[config.mk]
export PLATFORM = sky130hd
export DESIGN_NAME = expression_shift_reduce_parser
export DESIGN_NICKNAME = d
export VERILOG_FILES = /design/src/sv/esrp_pkg.sv /design/src/sv/expression_shift_reduce_parser.sv
export SDC_FILE = /design/constraint.sdc
export NUM_CORES = 1
export LEC_CHECK = 0
export BUFFER_PORTS_ARGS = -buffer_cell sky130_fd_sc_hd__clkbuf_2
export CAP_MARGIN = 10
export CORE_UTILIZATION = 55
export DETAILED_ROUTE_END_ITERATION = 12
export PLACE_DENSITY = 0.77
export SLEW_MARGIN = 10
export SYNTH_ARGS = -nofsm -noshare
export SYNTH_HDL_FRONTEND = slang
export SYNTH_SLANG_ARGS = --single-unit
[constraint.sdc]
create_clock -name clk_i -period 4.89 [get_ports clk_i]
set_input_delay 0.7335 -clock clk_i [delete_from_list [all_inputs] [get_ports clk_i]]
set_output_delay 0.7335 -clock clk_i [all_outputs]
set_load 0.02 [all_outputs]
[src/sv/esrp_pkg.sv]
`timescale 1ns / 1ps

package esrp_pkg;

  // stack symbols
  localparam logic [3:0] SYM_BOT   = 4'd0;
  localparam logic [3:0] SYM_E     = 4'd1;
  localparam logic [3:0] SYM_T     = 4'd2;
  localparam logic [3:0] SYM_F     = 4'd3;
  localparam logic [3:0] SYM_ID    = 4'd4;
  localparam logic [3:0] SYM_PLUS  = 4'd5;
  localparam logic [3:0] SYM_TIMES = 4'd6;
  localparam logic [3:0] SYM_OPEN  = 4'd7;
  localparam logic [3:0] SYM_CLOSE = 4'd8;

  // input tokens
  localparam logic [2:0] TOK_CLOSE = 3'd4;
  localparam logic [2:0] TOK_TIMES = 3'd2;
  localparam logic [2:0] TOK_END   = 3'd5;

  // reported actions
  localparam logic [3:0] ACT_SHIFT    = 4'd0;
  localparam logic [3:0] ACT_E_PLUS_T = 4'd1;
  localparam logic [3:0] ACT_T_MUL_F  = 4'd2;
  localparam logic [3:0] ACT_PAREN    = 4'd3;
  localparam logic [3:0] ACT_ID_F     = 4'd4;
  localparam logic [3:0] ACT_F_T      = 4'd5;
  localparam logic [3:0] ACT_T_E      = 4'd6;
  localparam logic [3:0] ACT_ACCEPT   = 4'd7;
  localparam logic [3:0] ACT_REJECT   = 4'd8;
  localparam logic [3:0] ACT_OVERFLOW = 4'd9;

  // microcode operations
  localparam logic [1:0] OP_FIN   = 2'd0;
  localparam logic [1:0] OP_SHIFT = 2'd1;
  localparam logic [1:0] OP_RED   = 2'd2;
  localparam logic [1:0] OP_VERD  = 2'd3;

  // program addresses
  localparam logic [2:0] STEP_FIN   = 3'd0;
  localparam logic [2:0] STEP_SHIFT = 3'd1;
  localparam logic [2:0] STEP_RED0  = 3'd2;
  localparam logic [2:0] STEP_RED1  = 3'd3;
  localparam logic [2:0] STEP_RED2  = 3'd4;
  localparam logic [2:0] STEP_RED3  = 3'd5;
  localparam logic [2:0] STEP_VERD  = 3'd6;

  typedef struct packed {
    logic [1:0] op;
    logic [2:0] nxt;   // next step when the step completes or matches
    logic [2:0] alt;   // jump target when a reduction finds no match
  } ucode_t;

  function automatic ucode_t ucode_rom(input logic [2:0] addr);
    ucode_t uw;
    uw = '{op: OP_FIN, nxt: STEP_FIN, alt: STEP_FIN};
    unique case (addr)
      STEP_FIN:   uw = '{op: OP_FIN,   nxt: STEP_SHIFT, alt: STEP_FIN};
      STEP_SHIFT: uw = '{op: OP_SHIFT, nxt: STEP_RED0,  alt: STEP_RED0};
      STEP_RED0:  uw = '{op: OP_RED,   nxt: STEP_RED1,  alt: STEP_VERD};
      STEP_RED1:  uw = '{op: OP_RED,   nxt: STEP_RED2,  alt: STEP_VERD};
      STEP_RED2:  uw = '{op: OP_RED,   nxt: STEP_RED3,  alt: STEP_VERD};
      STEP_RED3:  uw = '{op: OP_RED,   nxt: STEP_VERD,  alt: STEP_VERD};
      STEP_VERD:  uw = '{op: OP_VERD,  nxt: STEP_FIN,   alt: STEP_FIN};
      default:    uw = '{op: OP_FIN,   nxt: STEP_FIN,   alt: STEP_FIN};
    endcase
    return uw;
  endfunction

endpackage

[src/sv/expression_shift_reduce_parser.sv]
// Each word runs a seven-step microprogram: shift, up to four reductions, verdict, finish.
// One step per cycle unless an output stall holds the sequencer; the finish step takes the next word.
// Results leave through a one-deep pending register and then an output register;
// output stalls hold the sequencer.
// Reset (async, active low): stack holds only the bottom marker, nothing pending.
`timescale 1ns / 1ps

module expression_shift_reduce_parser #(
  parameter int STACK_DEPTH = 32
) (
  input  logic       clk_i,
  input  logic       rst_ni,
  input  logic       in_valid_i,
  output logic       in_ready_o,
  input  logic [2:0] token_i,
  input  logic [2:0] lookahead_i,
  output logic       out_valid_o,
  input  logic       out_ready_i,
  output logic [3:0] action_o,
  output logic [3:0] symbol_o,
  output logic [5:0] stack_level_o,
  output logic       run_end_o
);

  localparam int CW = $clog2(STACK_DEPTH + 1);

  // stack as a shift line: entry 0 is the top, unused entries hold the bottom code
  logic [3:0]    stk_q [STACK_DEPTH];
  logic [3:0]    stk_d [STACK_DEPTH];
  logic [CW-1:0] cnt_q, cnt_d;
  logic          fault_q, fault_d;
  logic [2:0]    step_q, step_d;
  logic [2:0]    tok_q;
  logic [2:0]    la_q;

  logic          pnd_v_q, pnd_v_d;
  logic [3:0]    pnd_act_q, pnd_sym_q;
  logic [5:0]    pnd_lvl_q;

  logic          out_v_q;
  logic [3:0]    out_act_q, out_sym_q;
  logic [5:0]    out_lvl_q;
  logic          out_end_q;

  esrp_pkg::ucode_t uw;
  logic          out_free, go, in_acc;
  logic          emit, out_load, out_end;
  logic [3:0]    emit_act;
  logic [CW+5:0] cnt_ext;

  // reduction decode
  logic          la_times, three, two, full;
  logic [3:0]    red_act, red_sym;
  logic          red_pop;

  assign uw       = esrp_pkg::ucode_rom(step_q);
  assign out_free = !out_v_q || out_ready_i;
  assign go       = !pnd_v_q || out_free;
  assign in_ready_o = (uw.op == esrp_pkg::OP_FIN) && go;
  assign in_acc   = in_valid_i && in_ready_o;

  assign la_times = (la_q == esrp_pkg::TOK_TIMES);
  assign three    = (cnt_q >= CW'(4));
  assign two      = (cnt_q >= CW'(2));
  assign full     = (cnt_q >= CW'(STACK_DEPTH));

  always_comb begin
    red_act = esrp_pkg::ACT_SHIFT;   // no match
    red_sym = stk_q[0];
    red_pop = 1'b0;
    if (three && !la_times && stk_q[0] == esrp_pkg::SYM_T &&
        stk_q[1] == esrp_pkg::SYM_PLUS && stk_q[2] == esrp_pkg::SYM_E) begin
      red_act = esrp_pkg::ACT_E_PLUS_T;
      red_sym = esrp_pkg::SYM_E;
      red_pop = 1'b1;
    end else if (three && !la_times && stk_q[0] == esrp_pkg::SYM_F &&
                 stk_q[1] == esrp_pkg::SYM_TIMES && stk_q[2] == esrp_pkg::SYM_T) begin
      red_act = esrp_pkg::ACT_T_MUL_F;
      red_sym = esrp_pkg::SYM_T;
      red_pop = 1'b1;
    end else if (three && stk_q[0] == esrp_pkg::SYM_CLOSE &&
                 stk_q[1] == esrp_pkg::SYM_E && stk_q[2] == esrp_pkg::SYM_OPEN) begin
      red_act = esrp_pkg::ACT_PAREN;
      red_sym = esrp_pkg::SYM_F;
      red_pop = 1'b1;
    end else if (two && stk_q[0] == esrp_pkg::SYM_ID) begin
      red_act = esrp_pkg::ACT_ID_F;
      red_sym = esrp_pkg::SYM_F;
    end else if (two && stk_q[0] == esrp_pkg::SYM_F) begin
      red_act = esrp_pkg::ACT_F_T;
      red_sym = esrp_pkg::SYM_T;
    end else if (two && !la_times && stk_q[0] == esrp_pkg::SYM_T) begin
      red_act = esrp_pkg::ACT_T_E;
      red_sym = esrp_pkg::SYM_E;
    end
  end

  // sequencer and datapath
  always_comb begin
    stk_d    = stk_q;
    cnt_d    = cnt_q;
    fault_d  = fault_q;
    step_d   = step_q;
    emit     = 1'b0;
    emit_act = esrp_pkg::ACT_SHIFT;
    unique case (uw.op)
      esrp_pkg::OP_FIN: begin
        if (in_acc) step_d = uw.nxt;
      end
      esrp_pkg::OP_SHIFT: begin
        if (go) begin
          step_d = uw.nxt;
          if (tok_q <= esrp_pkg::TOK_CLOSE) begin
            emit = 1'b1;
            if (full) begin
              fault_d  = 1'b1;
              emit_act = esrp_pkg::ACT_OVERFLOW;
            end else begin
              for (int i = 1; i < STACK_DEPTH; i++) stk_d[i] = stk_q[i-1];
              stk_d[0] = {1'b0, tok_q} + 4'd4;
              cnt_d    = cnt_q + CW'(1);
            end
          end else begin
            fault_d = 1'b1;
          end
        end
      end
      esrp_pkg::OP_RED: begin
        if (go) begin
          if (red_act != esrp_pkg::ACT_SHIFT) begin
            step_d   = uw.nxt;
            emit     = 1'b1;
            emit_act = red_act;
            if (red_pop) begin
              for (int i = 1; i < STACK_DEPTH; i++) begin
                if (i + 2 < STACK_DEPTH) stk_d[i] = stk_q[i+2];
                else stk_d[i] = esrp_pkg::SYM_BOT;
              end
              cnt_d = cnt_q - CW'(2);
            end
            stk_d[0] = red_sym;
          end else begin
            step_d = uw.alt;
          end
        end
      end
      esrp_pkg::OP_VERD: begin
        if (go) begin
          step_d = uw.nxt;
          if (la_q == esrp_pkg::TOK_END) begin
            emit = 1'b1;
            if (!fault_q && cnt_q == CW'(2) && stk_q[0] == esrp_pkg::SYM_E)
              emit_act = esrp_pkg::ACT_ACCEPT;
            else
              emit_act = esrp_pkg::ACT_REJECT;
            for (int i = 0; i < STACK_DEPTH; i++) stk_d[i] = esrp_pkg::SYM_BOT;
            cnt_d   = CW'(1);
            fault_d = 1'b0;
          end
        end
      end
      default: step_d = esrp_pkg::STEP_FIN;
    endcase
  end

  // a result waits in the pending register until it is known whether another follows
  always_comb begin
    out_load = 1'b0;
    out_end  = 1'b0;
    pnd_v_d  = pnd_v_q;
    if (emit) begin
      out_load = pnd_v_q;
      pnd_v_d  = 1'b1;
    end else if (uw.op == esrp_pkg::OP_FIN && pnd_v_q && out_free) begin
      out_load = 1'b1;
      out_end  = 1'b1;
      pnd_v_d  = 1'b0;
    end
  end

  assign cnt_ext = {6'b0, cnt_d};

  always_ff @(posedge clk_i or negedge rst_ni) begin
    if (!rst_ni) begin
      for (int i = 0; i < STACK_DEPTH; i++) stk_q[i] <= esrp_pkg::SYM_BOT;
      cnt_q   <= CW'(1);
      fault_q <= 1'b0;
      step_q  <= esrp_pkg::STEP_FIN;
      pnd_v_q <= 1'b0;
      out_v_q <= 1'b0;
    end else begin
      stk_q   <= stk_d;
      cnt_q   <= cnt_d;
      fault_q <= fault_d;
      step_q  <= step_d;
      pnd_v_q <= pnd_v_d;
      if (out_load) out_v_q <= 1'b1;
      else if (out_ready_i) out_v_q <= 1'b0;
    end
  end

  always_ff @(posedge clk_i) begin
    if (in_acc) begin
      tok_q <= token_i;
      la_q  <= lookahead_i;
    end
    if (emit) begin
      pnd_act_q <= emit_act;
      pnd_sym_q <= stk_d[0];
      pnd_lvl_q <= cnt_ext[5:0];
    end
    if (out_load) begin
      out_act_q <= pnd_act_q;
      out_sym_q <= pnd_sym_q;
      out_lvl_q <= pnd_lvl_q;
      out_end_q <= out_end;
    end
  end

  assign out_valid_o   = out_v_q;
  assign action_o      = out_act_q;
  assign symbol_o      = out_sym_q;
  assign stack_level_o = out_lvl_q;
  assign run_end_o     = out_end_q;

  a_cnt_range: assert property (@(posedge clk_i) disable iff (!rst_ni)
    (cnt_q != '0) && (cnt_q <= CW'(STACK_DEPTH)))
    else $error("stack count out of range");

  a_accept_starts: assert property (@(posedge clk_i) disable iff (!rst_ni)
    in_acc |=> (step_q == esrp_pkg::STEP_SHIFT))
    else $error("accepted word did not start the program");

  a_verdict_word: assert property (@(posedge clk_i) disable iff (!rst_ni)
    (out_v_q && (out_act_q == esrp_pkg::ACT_ACCEPT || out_act_q == esrp_pkg::ACT_REJECT))
    |-> (out_end_q && out_sym_q == esrp_pkg::SYM_BOT && out_lvl_q == 6'd1))
    else $error("verdict word malformed");

  a_bottom_only: assert property (@(posedge clk_i) disable iff (!rst_ni)
    (cnt_q == CW'(1)) |-> (stk_q[0] == esrp_pkg::SYM_BOT))
    else $error("empty stack with a symbol on top");

endmodule
==> key figures <==
Critical path
  – Crit start category: flop
  – Largest fanout on the critical path: 117
  – Crit Path Category: reg2reg
  – Critical-path top delay cell: and2_4
  – Slowest stage delay, CP: 980 ps
  – Crit-path leading delay family: simple AND/OR/NAND/NOR gates
  – CP Data Required Time: 5120 ps
  – Worst EP arrival: 3440 ps
  – Buf+Inv Stages, Crit Path: 0
  – CP endpoint kind: flop
  – Critical path cell sequence: nand4bb_1, nand4b_1, a31oi_4, and2_4, a221oi_1, a31oi_1

Final layout
  – Ratio of cells with drive above 1 in the final layout: 0.119
  – Layout Utilization: 0.619
  – Commonest non-fill, non-tap cells in the layout: dfrtp_1 (139), a22o_1 (124), a21o_1 (116), edfxtp_1 (35), clkbuf_2 (25)
  – Layout Nets: 657
  – Commonest non-fill, non-tap cell in the layout: dfrtp_1
  – Area growth, synth to finish: 8.75%
  – ANT cells: 0

Yosys
  – Post-synthesis mux area share: 0
  – Synth area leaders: dfrtp_1 (44%), a22o_1 (14%), edfxtp_1 (13%), a21o_1 (11%), buf_6 (1.4%)
  – Library cells used by synthesis: 69
  – Xor/xnor share of the synthesized area: 0.00548
  – Area share of the largest cell type after synthesis: 0.435
  – Ys async rst share: 0.800
  – Post-Syn Instances: 645
  – Avg Synthesized Cell Area: 12.4 sq um
  – Number of synthesized flops with an enable pin: 35
  – Synth warn: 0
  – Post-synthesis cell area: 7990 sq um
  – Adder-Cell Fraction of Synth Area: 0.00783
  – Yosys top cell by area: dfrtp_1
  – Main combinational cell family by area after synthesis: compound AO/OA/AOI/OAI gates
  – Compound-Gate Fraction of Synth Area: 0.307
  – Simple-gate portion of the synthesized area: 0.0686
  – FF+latch count, synth: 175
  – Net count after synthesis: 660
  – Sequential-to-total area share from yosys stat: 0.570
  – Main synth FF type: dfrtp_1

CTS
  – Clk slew on worst S/H paths: 60 ps
  – CTS Buf Count: 17
  – Skew-Pair Late Insertion Delay: 440 ps
  – Hold-fix buffers at CTS: 0
  – Clock tree sinks: 175
  – Max Buffers Root-to-Sink: 2
  – Clock root cell: clkbuf_16
  – Setup Buffers After CTS: 0
  – CTS tree: yes
  – Post_cts resized: 0
  – Htree depth: 4

Global route
  – Gr usage total: 0.221
  – First-pass GRT wire length: 25.6 mm
  – Overflow left after global routing: 0
  – Largest net degree at the start of global routing: 127
  – Initial antenna violation count: 0
  – Vias in the first global route: 5171

Detailed routing
  – 1st-iter DRT viols: 409
  – DRT Pass-1 Iters: 5
  – Antenna-violating nets left: 0
  – WL per Instance: 18.1 um
  – Via count: 5449
  – Vias per cell: 6.53
  – # DRC: 0
  – Detailed Route WL: 15.1 mm

Timing
  – Final Hold Fails: 0
  – Worst-margin pin slew: 1220 ps
  – Tcrit/Tclk final: 0.656
  – Relative slew slack: 0.186
  – Setup Skew: 11.8 ps
  – Achievable frequency: 312 MHz
  – Setup ws final: 1680 ps
  – WHS: 414 ps
  – Final setup vio count: 0
  – Slew Viols, Final: 0
  – RSZ-0062 raised after global routing: no
  – Tmin final: 3210 ps
  – Fin Setup TNS: 0 ps

Power
  – Peak supply drop: 0.660 mV
  – Leak: 4.76 nW
  – PwrDens: 521 nW/um^2

Place
  – Port bufs: 26
  – Placed wire-length estimate: 8.99 mm
  – GP Congestion: 0.973
  – Pre-CTS setup slack: 1670 ps

Status
  – Status: finished, final reports clean

Run
  – Max-cap violations: 0

Floorplan
  – Core region area: 14000 sq um
  – Die area: 15000 sq um
  – Initial core utilization: 0.569
  – IO Count: 27
  – Die Span Y: 123 um
  – # rows: 43
  – Die Wd: 123 um

Worst hold path
  – Worst Hold Class: reg2reg
==> cells by family (layout without fill, tap and decap cells) <==
logic type,Yosys count,after routing
AOI/OAI and AO/OA,308,308
adders and majority gates,5,5
xor gates and xnor gates,5,5
and+or+nand+nor,92,92
DFF,175,175
buffers and inverters,60,69
==> per-layer routing <==
metal	track usage	share of wire	vias up
met5	0	0	-
met4	0.114	0.027	0
met3	0.0474	0.040	34
met2	0.338	0.48	123
met1	0.298	0.46	2794
li1	-	-	2498
==> flip-flops by register name, summed over array words and instances, names as in the netlist, 3 cells and up <==
name,flops
stk_q,128
cnt_q,6
pnd_lvl_q,6
stack_level_o,6
la_q,3
action_o,4
pnd_sym_q,4
symbol_o,4
step_q,3
pnd_act_q,4
tok_q,3
==> cell type report <==
type	count	area [sq um]
inverters	7	26.3
repair buffers	31	186
clock inverters	12	135
flip-flops and latches	175	4560
multi-input cells	410	3120
fillers	1062	5350
well taps	180	225
clock buffers	19	443
==> worst paths after layout <==
kind	slack (ps)	startpoint	end	depth (start not counted)
worst min-delay path	410	pnd_lvl_q[4]	stack_level_o[4]	0
worst max-delay path	1680	stk_q[126]	pnd_lvl_q[4]	6
worst min register to register	410	pnd_lvl_q[4]	stack_level_o[4]	0
worst max register to register	1680	stk_q[126]	pnd_lvl_q[4]	6
min in group asynchronous	420	rst_ni	stk_q[57]	1
max in group asynchronous	3520	rst_ni	cnt_q[4]	2
==> metrics by stage <==
step	total power, mW	cells	cell area (sq um)
floorplan	2.92	645	7990
global placement	3.18	803	8110
detailed placement	3.22	803	8110
CTS	4.56	834	8690
global route	4.78	834	8690
finish	4.53	834	8690
==> cells in the mapped netlist (3+ instances only) <==
cell type,count
nor4b_1,4
nor2b_1,5
xnor2_1,4
nor3b_1,4
dfrtp_1,139
o31ai_1,6
a22o_1,124
ha_1,5
a21o_1,116
nand3_1,4
edfxtp_1,35
buf_2,21
nor2_1,22
a21oi_1,12
clkbuf_1,19
o22ai_1,3
nor3_1,6
nand2_1,16
nand2b_1,5
o211ai_1,3
a31oi_1,4
buf_6,10
o21ai_0,15
inv_1,7
==> where the power goes <==
group,total [mW],switching [mW],internal [mW]
logic,1.28,0.945,0.334
registers,1.92,0.161,1.76
clock network,1.33,0.560,0.766
total,4.53,1.67,2.86
No activity file was read; power rests on OpenSTA's default activity.
